--- src/hdl/mctc_pkg.sv ---
package mctc_pkg;

  // playlist size limit and the wrap cap that follows from it
  localparam int MaxTracks = 32;
  localparam int TrackCap  = (MaxTracks < 32) ? MaxTracks : 32;

  // result action codes
  typedef enum logic [2:0] {
    ACT_NONE   = 3'd0,
    ACT_PAUSED = 3'd1,
    ACT_RESUME = 3'd2,
    ACT_NEXT   = 3'd3,
    ACT_PREV   = 3'd4
  } action_t;

  // configuration register indexes
  typedef enum logic [1:0] {
    CFG_CLICK_TIMEOUT = 2'd0,
    CFG_DEBOUNCE      = 2'd1,
    CFG_SONG_COUNT    = 2'd2,
    CFG_VISIBLE_LINES = 2'd3
  } cfg_index_t;

  // register reset values
  localparam logic [15:0] ClickTimeoutReset = 16'd400;
  localparam logic [7:0]  DebounceReset     = 8'd20;
  localparam logic [5:0]  SongCountReset    = 6'd0;
  localparam logic [3:0]  VisibleLinesReset = 4'd4;

  typedef struct packed {
    logic [15:0] click_timeout_ms;
    logic [7:0]  debounce_ms;
    logic [5:0]  song_count;
    logic [3:0]  visible_lines;
  } cfg_t;

  typedef struct packed {
    logic        button_held;
    logic [1:0]  clicks_seen;
    logic [15:0] ms_since_press;
    logic [7:0]  lockout_left;
    logic        paused;
    logic [4:0]  track_index;
    logic [4:0]  window_first;
  } state_t;

  typedef struct packed {
    logic button_level;
    logic track_loaded;
    logic track_ended;
  } tick_t;

  typedef struct packed {
    action_t    action;
    logic       paused_flag;
    logic [4:0] track_number;
    logic [4:0] first_visible;
  } result_t;

  // wrap limit: song count capped at the playlist size
  function automatic logic [5:0] track_limit(input logic [5:0] song_count);
    logic [5:0] lim;
    lim = song_count;
    if (song_count > 6'(TrackCap)) lim = 6'(TrackCap);
    return lim;
  endfunction

  // one step forward or back with wraparound
  function automatic logic [4:0] move_track(input logic [4:0] idx, input logic prev,
                                            input logic [5:0] lim);
    logic [5:0] up;
    logic [5:0] down;
    logic [5:0] n;
    up   = {1'b0, idx} + 6'd1;
    down = {1'b0, idx} - 6'd1;
    if (!prev) begin
      n = (up >= lim) ? 6'd0 : up;
    end else if (idx == 5'd0) begin
      n = (lim != 6'd0) ? lim - 6'd1 : 6'd0;
    end else begin
      n = (down >= lim) ? 6'd0 : down;
    end
    return n[4:0];
  endfunction

endpackage

--- src/hdl/mctc_if.sv ---
// tick channel
interface mctc_tick_if;
  logic valid;
  logic ready;
  logic button_level;
  logic track_loaded;
  logic track_ended;
  modport source(output valid, output button_level, output track_loaded,
                 output track_ended, input ready);
  modport sink(input valid, input button_level, input track_loaded,
               input track_ended, output ready);
endinterface

// result channel
interface mctc_result_if;
  logic       valid;
  logic       ready;
  logic [2:0] action;
  logic       paused_flag;
  logic [4:0] track_number;
  logic [4:0] first_visible;
  modport source(output valid, output action, output paused_flag,
                 output track_number, output first_visible, input ready);
  modport sink(input valid, input action, input paused_flag,
               input track_number, input first_visible, output ready);
endinterface

// configuration write channel
interface mctc_cfg_if;
  logic        valid;
  logic        ready;
  logic [1:0]  index;
  logic [15:0] data;
  modport source(output valid, output index, output data, input ready);
  modport sink(input valid, input index, input data, output ready);
endinterface

--- src/hdl/mctc_step.sv ---
module mctc_step (
  input  mctc_pkg::state_t  st,
  input  mctc_pkg::tick_t   tk,
  input  mctc_pkg::cfg_t    cfg,
  output mctc_pkg::state_t  st_next,
  output mctc_pkg::result_t res
);

  logic       pressed;
  logic       decide;
  logic       skip;
  logic       skip_prev;
  logic [5:0] lim;
  logic [3:0] lines;
  mctc_pkg::action_t action;

  always_comb begin
    st_next   = st;
    pressed   = 1'b0;
    skip      = 1'b0;
    skip_prev = 1'b0;
    action    = mctc_pkg::ACT_NONE;
    lim       = mctc_pkg::track_limit(cfg.song_count);
    lines     = (cfg.visible_lines == 4'd0) ? 4'd1 : cfg.visible_lines;

    // debounce lockout and edge detection
    if (st.lockout_left != 8'd0) begin
      st_next.lockout_left = st.lockout_left - 8'd1;
    end else if (tk.button_level && !st.button_held) begin
      st_next.button_held  = 1'b1;
      if (st.clicks_seen != 2'd3) st_next.clicks_seen = st.clicks_seen + 2'd1;
      pressed              = 1'b1;
      st_next.lockout_left = cfg.debounce_ms;
    end else if (!tk.button_level && st.button_held) begin
      st_next.button_held  = 1'b0;
      st_next.lockout_left = cfg.debounce_ms;
    end

    // time since last press, saturating
    if (pressed) begin
      st_next.ms_since_press = 16'd0;
    end else if (st.ms_since_press != 16'hFFFF) begin
      st_next.ms_since_press = st.ms_since_press + 16'd1;
    end

    // click decision once the gap exceeds the timeout
    decide = (st_next.clicks_seen != 2'd0) &&
             (st_next.ms_since_press > cfg.click_timeout_ms);
    if (decide) begin
      if (tk.track_loaded) begin
        case (st_next.clicks_seen)
          2'd1: begin
            st_next.paused = ~st.paused;
            action = st.paused ? mctc_pkg::ACT_RESUME : mctc_pkg::ACT_PAUSED;
          end
          2'd2: begin
            st_next.paused = 1'b0;
            skip   = 1'b1;
            action = mctc_pkg::ACT_NEXT;
          end
          default: begin
            st_next.paused = 1'b0;
            skip      = 1'b1;
            skip_prev = 1'b1;
            action    = mctc_pkg::ACT_PREV;
          end
        endcase
      end
      st_next.clicks_seen = 2'd0;
    end

    // one index move per tick: skip wins over track end
    if (skip || tk.track_ended) begin
      st_next.track_index = mctc_pkg::move_track(st.track_index, skip_prev, lim);
    end

    // window start follows the index
    if (lim != 6'd0) begin
      if (st_next.track_index < st.window_first) begin
        st_next.window_first = st_next.track_index;
      end else if ({1'b0, st_next.track_index} >=
                   ({1'b0, st.window_first} + {2'b00, lines})) begin
        st_next.window_first = st_next.track_index - {1'b0, lines} + 5'd1;
      end
    end

    res.action        = action;
    res.paused_flag   = st_next.paused;
    res.track_number  = st_next.track_index;
    res.first_visible = st_next.window_first;
  end

endmodule

--- src/hdl/multi_click_track_control.sv ---
// result: a tick transaction shows its result in the cycle after acceptance
// throughput: one tick per cycle while the result slot is free or drained, set by the
//   single state update between the state registers and the result register
// reset: rst (synchronous) restores register defaults, clears button and
//   click state, pause, track index and window start, and empties the result
module multi_click_track_control (
  input  logic                 clk,
  input  logic                 rst,
  mctc_tick_if.sink            tick,
  mctc_result_if.source        result,
  mctc_cfg_if.sink             cfg
);

  mctc_pkg::cfg_t    cfg_reg;
  mctc_pkg::state_t  st;
  mctc_pkg::state_t  st_next;
  mctc_pkg::tick_t   tk;
  mctc_pkg::result_t res_next;
  mctc_pkg::result_t res;
  logic              out_valid;
  logic              in_acc;

  // configuration writes always taken
  assign cfg.ready = 1'b1;

  always_ff @(posedge clk) begin
    if (rst) begin
      cfg_reg.click_timeout_ms <= mctc_pkg::ClickTimeoutReset;
      cfg_reg.debounce_ms      <= mctc_pkg::DebounceReset;
      cfg_reg.song_count       <= mctc_pkg::SongCountReset;
      cfg_reg.visible_lines    <= mctc_pkg::VisibleLinesReset;
    end else if (cfg.valid) begin
      unique case (mctc_pkg::cfg_index_t'(cfg.index))
        mctc_pkg::CFG_CLICK_TIMEOUT: cfg_reg.click_timeout_ms <= cfg.data;
        mctc_pkg::CFG_DEBOUNCE:      cfg_reg.debounce_ms      <= cfg.data[7:0];
        mctc_pkg::CFG_SONG_COUNT:    cfg_reg.song_count       <= cfg.data[5:0];
        mctc_pkg::CFG_VISIBLE_LINES: cfg_reg.visible_lines    <= cfg.data[3:0];
        default: ;
      endcase
    end
  end

  // take a tick whenever the result slot is free or being drained
  assign tick.ready = !out_valid || result.ready;
  assign in_acc     = tick.valid && tick.ready;

  assign tk.button_level = tick.button_level;
  assign tk.track_loaded = tick.track_loaded;
  assign tk.track_ended  = tick.track_ended;

  mctc_step u_step (
    .st      (st),
    .tk      (tk),
    .cfg     (cfg_reg),
    .st_next (st_next),
    .res     (res_next)
  );

  // state update per accepted tick
  always_ff @(posedge clk) begin
    if (rst) begin
      st <= '0;
    end else if (in_acc) begin
      st <= st_next;
    end
  end

  // result register
  always_ff @(posedge clk) begin
    if (rst) begin
      out_valid <= 1'b0;
    end else if (in_acc) begin
      out_valid <= 1'b1;
    end else if (result.ready) begin
      out_valid <= 1'b0;
    end
  end

  always_ff @(posedge clk) begin
    if (in_acc) res <= res_next;
  end

  assign result.valid         = out_valid;
  assign result.action        = res.action;
  assign result.paused_flag   = res.paused_flag;
  assign result.track_number  = res.track_number;
  assign result.first_visible = res.first_visible;

  // pause action agrees with the reported pause state
  a_pause_flag: assert property (@(posedge clk) disable iff (rst)
    out_valid && (res.action == mctc_pkg::ACT_PAUSED) |-> res.paused_flag)
    else $error("paused action without pause flag");

  // resume and skips always leave pause cleared
  a_unpaused: assert property (@(posedge clk) disable iff (rst)
    out_valid && ((res.action == mctc_pkg::ACT_RESUME) ||
                  (res.action == mctc_pkg::ACT_NEXT) ||
                  (res.action == mctc_pkg::ACT_PREV)) |-> !res.paused_flag)
    else $error("pause still set after resume or skip");

  // lockout counts down by one per accepted tick
  a_lockout: assert property (@(posedge clk) disable iff (rst)
    in_acc && (st.lockout_left != 8'd0) |=>
      (st.lockout_left == $past(st.lockout_left) - 8'd1))
    else $error("lockout did not count down");

  // window start never passes the index once a playlist exists
  a_window: assert property (@(posedge clk) disable iff (rst)
    $past(in_acc && !rst && (mctc_pkg::track_limit(cfg_reg.song_count) != 6'd0))
      |-> (st.track_index >= st.window_first))
    else $error("window start beyond track index");

  // result slot is not overwritten while stalled
  a_no_overrun: assert property (@(posedge clk) disable iff (rst)
    out_valid && !result.ready |-> !in_acc)
    else $error("tick accepted over a pending result");

endmodule
--- src/flat_wrapper.sv ---
// flat-port wrapper written by rule: the top's interface ports become plain ports
module multi_click_track_control_flat 
  (clk, rst, tick_valid, tick_button_level, tick_track_loaded, tick_track_ended, tick_ready, result_valid, result_action, result_paused_flag, result_track_number, result_first_visible, result_ready, cfg_valid, cfg_index, cfg_data, cfg_ready);
  mctc_tick_if tick_i ();
  mctc_result_if result_i ();
  mctc_cfg_if cfg_i ();
  input  logic clk;
  input  logic rst;
  input wire logic [$bits(tick_i.valid)-1:0] tick_valid;
  input wire logic [$bits(tick_i.button_level)-1:0] tick_button_level;
  input wire logic [$bits(tick_i.track_loaded)-1:0] tick_track_loaded;
  input wire logic [$bits(tick_i.track_ended)-1:0] tick_track_ended;
  output wire logic [$bits(tick_i.ready)-1:0] tick_ready;
  output wire logic [$bits(result_i.valid)-1:0] result_valid;
  output wire logic [$bits(result_i.action)-1:0] result_action;
  output wire logic [$bits(result_i.paused_flag)-1:0] result_paused_flag;
  output wire logic [$bits(result_i.track_number)-1:0] result_track_number;
  output wire logic [$bits(result_i.first_visible)-1:0] result_first_visible;
  input wire logic [$bits(result_i.ready)-1:0] result_ready;
  input wire logic [$bits(cfg_i.valid)-1:0] cfg_valid;
  input wire logic [$bits(cfg_i.index)-1:0] cfg_index;
  input wire logic [$bits(cfg_i.data)-1:0] cfg_data;
  output wire logic [$bits(cfg_i.ready)-1:0] cfg_ready;
  assign tick_i.valid = tick_valid;
  assign tick_i.button_level = tick_button_level;
  assign tick_i.track_loaded = tick_track_loaded;
  assign tick_i.track_ended = tick_track_ended;
  assign tick_ready = tick_i.ready;
  assign result_valid = result_i.valid;
  assign result_action = result_i.action;
  assign result_paused_flag = result_i.paused_flag;
  assign result_track_number = result_i.track_number;
  assign result_first_visible = result_i.first_visible;
  assign result_i.ready = result_ready;
  assign cfg_i.valid = cfg_valid;
  assign cfg_i.index = cfg_index;
  assign cfg_i.data = cfg_data;
  assign cfg_ready = cfg_i.ready;
  multi_click_track_control u_core (.clk(clk), .rst(rst), .tick(tick_i), .result(result_i), .cfg(cfg_i));
endmodule
--- config.mk ---
export PLATFORM = sky130hd
export DESIGN_NAME = multi_click_track_control_flat
export DESIGN_NICKNAME = d
export VERILOG_FILES = /design/src/hdl/mctc_pkg.sv /design/src/hdl/mctc_if.sv /design/src/hdl/mctc_step.sv /design/src/hdl/multi_click_track_control.sv /design/src/flat_wrapper.sv
export SDC_FILE = /design/constraint.sdc
export NUM_CORES = 1
export LEC_CHECK = 0
export BUFFER_PORTS_ARGS = -buffer_cell sky130_fd_sc_hd__buf_2
export CAP_MARGIN = 25
export CORE_ASPECT_RATIO = 0.75
export CORE_MARGIN = 2
export CORE_UTILIZATION = 56
export CTS_CLUSTER_DIAMETER = 40
export DETAILED_ROUTE_END_ITERATION = 16
export PLACE_DENSITY = 0.81
export SKIP_CTS_REPAIR_TIMING = 1
export SLEW_MARGIN = 0
export SYNTH_ARGS = -nofsm -noshare
export SYNTH_HDL_FRONTEND = slang
export SYNTH_HIERARCHICAL = 1
export SYNTH_SLANG_ARGS = --single-unit
export TNS_END_PERCENT = 100
--- constraint.sdc ---
create_clock -name clk -period 5.5 [get_ports clk]
set_clock_uncertainty 0.2 [all_clocks]
set_input_delay 1.1 -clock clk [delete_from_list [all_inputs] [get_ports clk]]
set_output_delay 1.1 -clock clk [all_outputs]
set_load 0.02 [all_outputs]
==> results.yml <==
outcome:
  status: "finished, violations left"
  violations: "setup timing"
detailed_routing:
  drcViolationCount: 0
  dr_wl_met2_um: 8190
  top_layer: "met4"
  vias: 5942
  drtPass1Iterations: 5
  drtIter0Drc: 479
  wire_per_inst_um: 18.0
  routed_wl_um: 17700
  wl_met3_um: 1160
  vias_per_cell: 6.06
  met1_length_um: 7970
  ant_nets: 0
die:
  core_area_um2: 10900
  io_pins: 43
  start_util: 0.570
  die_w_um: 125
  rows: 33
  die_y_um: 95.0
  dieArea_um2: 11900
logic_synthesis:
  ys_ff_latch: 87
  ys_seq_area_frac: 0.304
  synthSimpleGateAreaFrac: 0.225
  avgSynthCellArea_um2: 8.25
  synth-edff-count: 14
  synth_flop_cell: "dfxtp_1"
  synthMuxAreaShare: 0.0239
  syn_area_um2: 6190
  synth_area_leaders: "dfxtp_1 24%, ha_1 11%, a21oi_1 6.8%, edfxtp_1 6.8%, a21bo_2 6.1%"
  synth_xor_area_frac: 0.0354
  synth_area_leader_cell: "dfxtp_1"
  async_reset_ff_frac: 0
  synth.distinct_cells: 72
  synth_top_area_frac: 0.236
  synth_fa_ha_area_frac: 0.120
  synthCells: 750
  synth_top_family_by_area: "simple AND/OR/NAND/NOR gates"
  synth_nets: 834
  synth-compound-area-share: 0.220
  yosysWarningCount: 6
clocking:
  clock_latency_ns: 0.35
  cts_tree: "yes"
  root_buffer: "clkbuf_16"
  cts_buffer_depth: 2
  numCtsBuffers: 9
  h-tree-depth: 3
  cts_sinks: 87
  clk_pin_slew_worst_paths_ns: 0.07
finish:
  synthToLayoutAreaGrowth_pct: 22.6
  utilization: 0.698
  nets: 920
  final_common_cell: "buf_4"
  layout_common_cells: "81 x buf_4, 79 x a21oi_1, 69 x nand2_1"
  largest_reg_flops: 38
  final_cells: 981
  drive_gt1_frac: 0.313
  diodes: 0
timing:
  maxSlewHeadroom: 0.434
  fmax_mhz: 166
  tightest_slew_ns: 0.849
  rsz0062_at_grt: "true"
  hold_violations: 0
  maxSlewViolCount: 0
  min_period_over_period: 1.09
  period_needed_ns: 6.02
  fin_ws_ns: -0.518
  setup_violations: 10
  whs_ns: 0.261
place:
  place_congestion: 0.938
  port_buffers: 41
  hpwl_um: 12300
  dpl.cell_count: 950
power_and_ir_drop:
  p_sw_uw: 873
  p_int_uw: 1510
  p_sw_frac: 0.367
  vdd_drop_max_mv: 0.319
  p_leak_uw: 0.00322
  combPwrFrac: 0.436
  clockPowerShare: 0.247
  p_per_area_nw_per_um2: 314
  seq_power_share: 0.317
worst_hold_path:
  hold_depth: 2
  min_to: "u_core/cfg_reg[20]"
  hold_start: "u_core/cfg_reg[20]"
  min-delay-path-class: "flop to flop"
worst_setup_path:
  r2r-start: "u_core/st[22]"
  reg2reg_slack_ns: -0.52
  crit_type: "flop to flop"
  cp-start-kind: "flop"
  cp_slowest_cell: "or3b_4"
  r2r_end: "u_core/st[3]"
  slowest_delay_ns: 0.40
  worstPathMaxFanout: 5
  r2r_cells: 27
  arrival_ns: 6.02
  critPathMostFrequentCell: "nand4_1"
  critical_path_required_ns: 5.50
  worstSetupEndpointType: "flop"
grt:
  antenna_found_initial: 0
  grt_start_max_net_pins: 79
  grt_pass1_vias: 5675
  grt_pass1_wl_um: 27400
  grt_usage: 0.285
  overflow: 0
flow_run:
  cap_viol_max_count: 0
synth_stat cells, types with 3 or more instances:
library cell  number
a21oi_1           84
dfxtp_1           73
nand2_1           73
nand3_1           61
ha_1              56
nor2_1            54
inv_1             45
a21bo_2           38
clkbuf_1          26
nor3_1            21
o21ai_0           15
edfxtp_1          14
xnor2_1           13
buf_4             12
xor2_1            12
a21o_1            11
buf_2             11
mux2i_1           11
nand4_1            8
nand2b_1           7
and2_1             6
and3_1             6
nor2b_1            5
a211oi_1           4
a31oi_1            4
nor3b_1            4
o21a_1             4
or2_2              4
or3b_1             4
nand3b_1           3
nor4_1             3
o211a_1            3
o211ai_1           3
o311ai_1           3
or3_1              3
stage by stage:
stage / setup WS [ns] / cell area [µm²] / setup TNS, ns / total power [µW]
global route: -0.781 / 7580 / -6.63 / 2500
global placement: -0.200 / 6890 / -1.37 / 1660
finish: -0.518 / 7580 / -4.37 / 2380
floorplan: -0.128 / 6250 / -0.373 / 1440
CTS: -0.459 / 7170 / -3.73 / 2290
detailed placement: -0.473 / 6890 / -3.91 / 1700
area by class of cell:
class | instances | area, µm²
timing repair buffer | 127 | 870
fill | 844 | 3270
multi-input combinational | 565 | 4190
tap | 140 | 175
sequential | 87 | 1890
inverter | 46 | 173
clock inverter | 5 | 32.5
clock buffer | 11 | 253
routing by layer:
layer  GRT usage  vias up
met3      0.0488       39
met1       0.390     2837
met5           0        -
met4      0.0843        0
met2       0.470      258
li1            -     2808
how the worst max path moves through the flow:
stage                 startpoint      endpoint  slack, ns  depth (start not counted)
2_1_floorplan  tick_button_level  u_core/st[4]      -0.13                         23
3_3_place_gp   tick_button_level  u_core/st[4]      -0.20                         23
3_5_place_dp   tick_button_level  u_core/st[4]      -0.47                         23
4_1_cts            u_core/st[19]  u_core/st[2]      -0.46                         27
5_1_grt            u_core/st[22]  u_core/st[4]      -0.78                         31
6_report           u_core/st[22]  u_core/st[3]      -0.52                         27
power by group through the flow:
stage	Sequential (µW)	Combinational (µW)	Clock, µW
finish	755	1040	587
global placement	758	900	0
global route	761	1120	615
floorplan	768	670	0
detailed placement	762	937	0
CTS	748	952	593
kinds of logic (layout without fill, tap and decap cells):
logic type,Yosys count,after routing
flip-flops,87,87
buffers and inverters,98,189
other,1,1
adder cells (fa/ha/maj),58,58
multiplexers,14,14
AND/OR/NAND/NOR,276,276
XOR/XNOR,25,25
AO/OA/AOI/OAI,191,191
worst max-delay path, delay by kind of cell (launching register included):
family                     cells  cell delay (ns)
AOI/OAI and AO/OA              9             1.80
xor gates and xnor gates       1             0.22
adders and majority gates      2             0.50
buffers and inverters          1             0.13
DFF                            1             0.33
muxes                          1             0.34
and+or+nand+nor               13             2.32
(Power assumes the default switching activity.)
